`config.mk`:
```
export PLATFORM = sky130hd
export DESIGN_NAME = sp3d_result_fifo
export DESIGN_NICKNAME = d
export VERILOG_FILES = /design/src/sp3d_pkg.sv /design/src/sp3d_result_fifo.sv
export SDC_FILE = /design/constraint.sdc
export NUM_CORES = 1
export LEC_CHECK = 0
export ABC_AREA = 1
export BUFFER_PORTS_ARGS = -buffer_cell sky130_fd_sc_hd__buf_4
export CAP_MARGIN = 25
export CORE_UTILIZATION = 41
export DETAILED_ROUTE_END_ITERATION = 6
export PLACE_DENSITY = 0.54
export SETUP_SLACK_MARGIN = 0.15
export SLEW_MARGIN = 20
export SYNTH_ARGS = -nofsm -noshare
export SYNTH_HDL_FRONTEND = slang
export SYNTH_SLANG_ARGS = --single-unit
```
`constraint.sdc`:
```
create_clock -name clk -period 6.55 [get_ports clk]
set_input_delay 1.965 -clock clk [delete_from_list [all_inputs] [get_ports clk]]
set_output_delay 1.965 -clock clk [all_outputs]
set_load 0.02 [all_outputs]
```
`src/sp3d_pkg.sv`:
```
// sp3d_pkg: shared types and constants for the seven-point 3-d stencil block
// used by every module of the block; depends on nothing

package sp3d_pkg;

  localparam int WORD_W      = 32;
  localparam int FRAC_W      = 16;
  localparam int SUM_W       = 35;
  localparam int SUM_HI_W    = SUM_W - FRAC_W;
  localparam int PROD_W      = 2 * WORD_W;
  localparam int LO_PROD_W   = WORD_W + FRAC_W + 1;
  localparam int HI_PROD_W   = WORD_W + SUM_HI_W;
  localparam int ACC_W       = 68;
  localparam int GRID_SIDE_W = 7;
  localparam int SIDE_RESET  = 64;
  localparam int SIDE_MIN    = 3;

  localparam int CFG_INDEX_W = 2;
  localparam logic [CFG_INDEX_W-1:0] REG_GRID_SIDE      = 2'd0;
  localparam logic [CFG_INDEX_W-1:0] REG_CENTER_COEFF   = 2'd1;
  localparam logic [CFG_INDEX_W-1:0] REG_NEIGHBOR_COEFF = 2'd2;

  localparam int RESULT_DEPTH = 8;
  localparam int RESULT_PTR_W = $clog2(RESULT_DEPTH);
  localparam int RESULT_CNT_W = $clog2(RESULT_DEPTH + 1);

  typedef logic signed [WORD_W-1:0] word_t;

  // one memory entry per (y, x): this plane, the two before, and the row above one plane back
  typedef struct packed {
    word_t cur;
    word_t prv;
    word_t old;
    word_t abv;
  } entry_t;

  typedef struct packed {
    word_t center;
    word_t left;
    word_t right;
    word_t up;
    word_t down;
    word_t back;
    word_t front;
  } taps_t;

  typedef struct packed {
    word_t value;
    logic  last;
  } result_t;

endpackage

```
`src/sp3d_result_fifo.sv`:
```
// sp3d_result_fifo: small queue of finished results in front of the output channel
// never overflows since the top level reserves a slot per owed result; depends on sp3d_pkg

module sp3d_result_fifo
  import sp3d_pkg::*;
(
  input  logic    clk,
  input  logic    rst,
  input  logic    push,
  input  result_t push_data,
  input  logic    pop,
  output logic    valid,
  output result_t data
);

  result_t                  slots [RESULT_DEPTH];
  logic [RESULT_PTR_W-1:0]  wr_ptr, rd_ptr;
  logic [RESULT_CNT_W-1:0]  count;

  always_ff @(posedge clk) begin
    if (rst) begin
      wr_ptr <= '0;
      rd_ptr <= '0;
      count  <= '0;
    end else begin
      if (push) begin
        wr_ptr <= wr_ptr + 1'b1;
      end
      if (pop) begin
        rd_ptr <= rd_ptr + 1'b1;
      end
      count <= count + RESULT_CNT_W'(push) - RESULT_CNT_W'(pop);
    end
  end

  always_ff @(posedge clk) begin
    if (push) begin
      slots[wr_ptr] <= push_data;
    end
  end

  assign valid = (count != '0);
  assign data  = slots[rd_ptr];

endmodule

```
==> results.md <==
* Number of standard-cell rows in the floorplan at 62
* Grt ovf at 0
* Number of top-level pins at 71
* Count of endpoints failing setup in the final report at 0
* Pin slew with the least headroom to its limit at 0.9500 ns
* Cell area power density at 293.2 mW/mm^2
* Setup Skew at 0.009532 ns
* Post-synthesis cell type count at 19
* Via count of the first global-routing pass at 7382
* Clock network latency to the later pin of the worst-skew pair at 0.55 ns
* Critical path startpoint category: flip-flop
* Wire length after detailed routing at 25350 um
* Quantity of hold-fixing buffers added after cts at 0
* Depth of the CTS H-tree at 1
* Post-synthesis instance total at 1221
* TritonCTS clock tree: built
* Sequential share of the synthesized area at 67.55%
* Worst hold path type: reg2reg
* Number of flip-flops and latches in the synthesized netlist at 277
* Most instantiated flip-flop cell in the synthesis netlist: edfxtp_1
* Worst Path Max Fanout at 48
* Starting DRT DRC Count at 490
* Number of buffers inserted by post-CTS setup repair at 0
* Drt via density at 4.530
* Clock buffers created by TritonCTS at 30
* Worst slew margin relative to its limit at 36.58%
* Count of nets left with antenna violations after detail routing at 0
* Weighted congestion at the end of routability-driven global placement at 0.7031
* Total global routing track utilization at 17.17%
* Initial standard-cell utilization of the core at 42.00%
* Fraction of final layout cells sized beyond drive strength 1 at 10.46%
* Wire length of the first global-routing pass at 40340 um
* Maximum number of pins on one net before global-route repair at 67
* RSZ-0062 raised after global routing: false
* Clock Pin Slew Worst Setup and Hold Paths at 0.06 ns
* Crit path kind: reg2out
* Area of the placeable core at 0.02886 mm^2
* Net Count, Synth at 1266
* Count of warnings emitted by yosys at 0
* Number of nets at the end of the flow at 1334
* Max Buffers Root-to-Sink at 3
* Static power due to leakage at 0.006358 uW
* Data arrival, critical path at 3.01 ns
* Worst endpoint required time at 4.59 ns
* DRC Markers at 0
* Crit end category: primary output
* Antenna violations before repair at 0
* Highest attainable clock frequency at 200.9 MHz
* PnR Total Power at 4083 uW
* DIE HEIGHT at 173.9 um
* Tcrit/Tclk final at 75.99%
* Count of buffers inserted at the top-level ports at 70
* Count of flip-flops with a built-in enable after synthesis at 264
* Routed via count at 7674
* Worst IR drop on VDD at 184.6 uV
* Antenna Cells at 0
* Mapped cell area at 0.01212 mm^2
* Number of maximum-capacitance violations at 0
* Result of the run: finished, final reports clean
* TritonRoute pass-1 iters at 6
* Die outline width at 173.9 um
* Share of async-settable or async-resettable flops after synthesis at 0%
* Pins Over Slew Limit at 0
* Root buffer selected by CTS: clkbuf_16
* Layout-stage area growth over the synthesis result at 14.90%
* Setup TNS after final layout at 0 ns
* Number of gates resized after cts at 0
* Die outline area at 0.03025 mm^2
* Minimum clock period after layout at 4.977 ns
* Number of clock sinks at 277
* WL/cell at 14.96 um
* Number of failing hold endpoints at the final stage at 0
* DPL Wire Length at 13200 um
* Post-synthesis area per instance at 9.927 um^2
==> report_power, final <==
part,switching (uW),internal [uW]
clock,660,932
sequential,21.3,1990
combinational,314,166
==> state kept, by name (all words and copies together) (netlist names), named ones only <==
register,count
wr_ptr,3
slots,264
rd_ptr,3
count,4
==> worst max-delay path, stage by stage, from the launching register on <==
cell     delay, ns
dfxtp_4       0.67
buf_4         0.55
buf_4         0.56
nand2_1       0.12
nand3_1       0.10
nand2_1       0.07
nand2_1       0.05
nand2_1       0.12
buf_4         0.18
==> placed cells by master (no fill, tap or decap) <==
| master | netlist | routed |
|---|---|---|
| clkbuf_16 | 0 | 31 |
| or2_2 | 2 | 2 |
| clkinv_2 | 0 | 2 |
| a21oi_1 | 7 | 7 |
| inv_1 | 280 | 280 |
| clkbuf_1 | 7 | 7 |
| nand2_1 | 440 | 440 |
| inv_2 | 1 | 1 |
| buf_4 | 2 | 86 |
| o21ai_0 | 4 | 4 |
| dfxtp_4 | 0 | 1 |
| dfxtp_1 | 13 | 10 |
| inv_4 | 1 | 1 |
| ha_1 | 7 | 7 |
| xnor2_1 | 1 | 1 |
| nor2_4 | 0 | 8 |
| nor2_1 | 15 | 7 |
| clkinvlp_4 | 0 | 1 |
| bufinv_16 | 0 | 2 |
| fa_1 | 1 | 1 |
| clkinv_1 | 0 | 10 |
| edfxtp_1 | 264 | 264 |
| nand3_1 | 135 | 135 |
| dfxtp_2 | 0 | 2 |
==> synth_stat cells (all sizes together) (2+ instances only) <==
cell type	n	share of area, %
a21oi	7	0.29
buf	43	2.3
clkbuf	7	0.22
dfxtp	13	2.1
edfxtp	264	65
ha	7	0.72
inv	282	8.8
nand2	440	14
nand3	135	5.6
nor2	15	0.46
o21ai	4	0.17
or2	2	0.10
==> path summary, 6_finish.rpt <==
check                  to  cells after the start  slack, ns       from
max               data[3]                      8       1.57  flip-flop
min             wr_ptr[0]                      2       0.49  wr_ptr[0]
max reg2reg  slots[6][14]                      3       4.49  wr_ptr[0]
min reg2reg     wr_ptr[0]                      2       0.49  wr_ptr[0]
==> cell type report <==
cell class / instances / area, um^2
tap: 384 / 480.5
clock inverter: 15 / 115.1
sequential: 277 / 8194
multi-input combinational: 612 / 2628
timing repair buffer: 86 / 645.6
fill: 2670 / 14930
inverter: 282 / 1061
clock buffer: 38 / 802.0
==> per-layer routing <==
metal	track usage [%]	share of wire, %
met5	0	0
met4	4.496	2.1
met3	2.668	4.3
met2	29.22	48
met1	22.92	46
==> cell families (layout without fill, tap and decap cells) <==
family                     count (synthesis)  in the layout  share of synthesized area (%)
and+or+nand+nor                          592            592                          19.77
buffers and inverters                    332            421                          11.26
DFF                                      277            277                          67.55
AOI/OAI and AO/OA                         11             11                         0.4542
adders and majority gates                  8              8                         0.8878
xor gates and xnor gates                   1              1                        0.07227
==> per-stage QoR <==
step                setup WS (ns)  utilization (%)  hold WS (ns)  instances  cell area [um^2]
CTS                         1.494            48.26        0.4992       1694             13930
global placement            2.133            45.08        0.4827       1641             13010
detailed placement          2.109            45.08        0.4897       1641             13010
finish                      1.573            48.26        0.4945       1694             13930
global route                1.347            48.26        0.5371       1694             13930
floorplan                   2.397                -        0.4631       1221             12120
No activity file was read; power rests on OpenSTA's default activity.
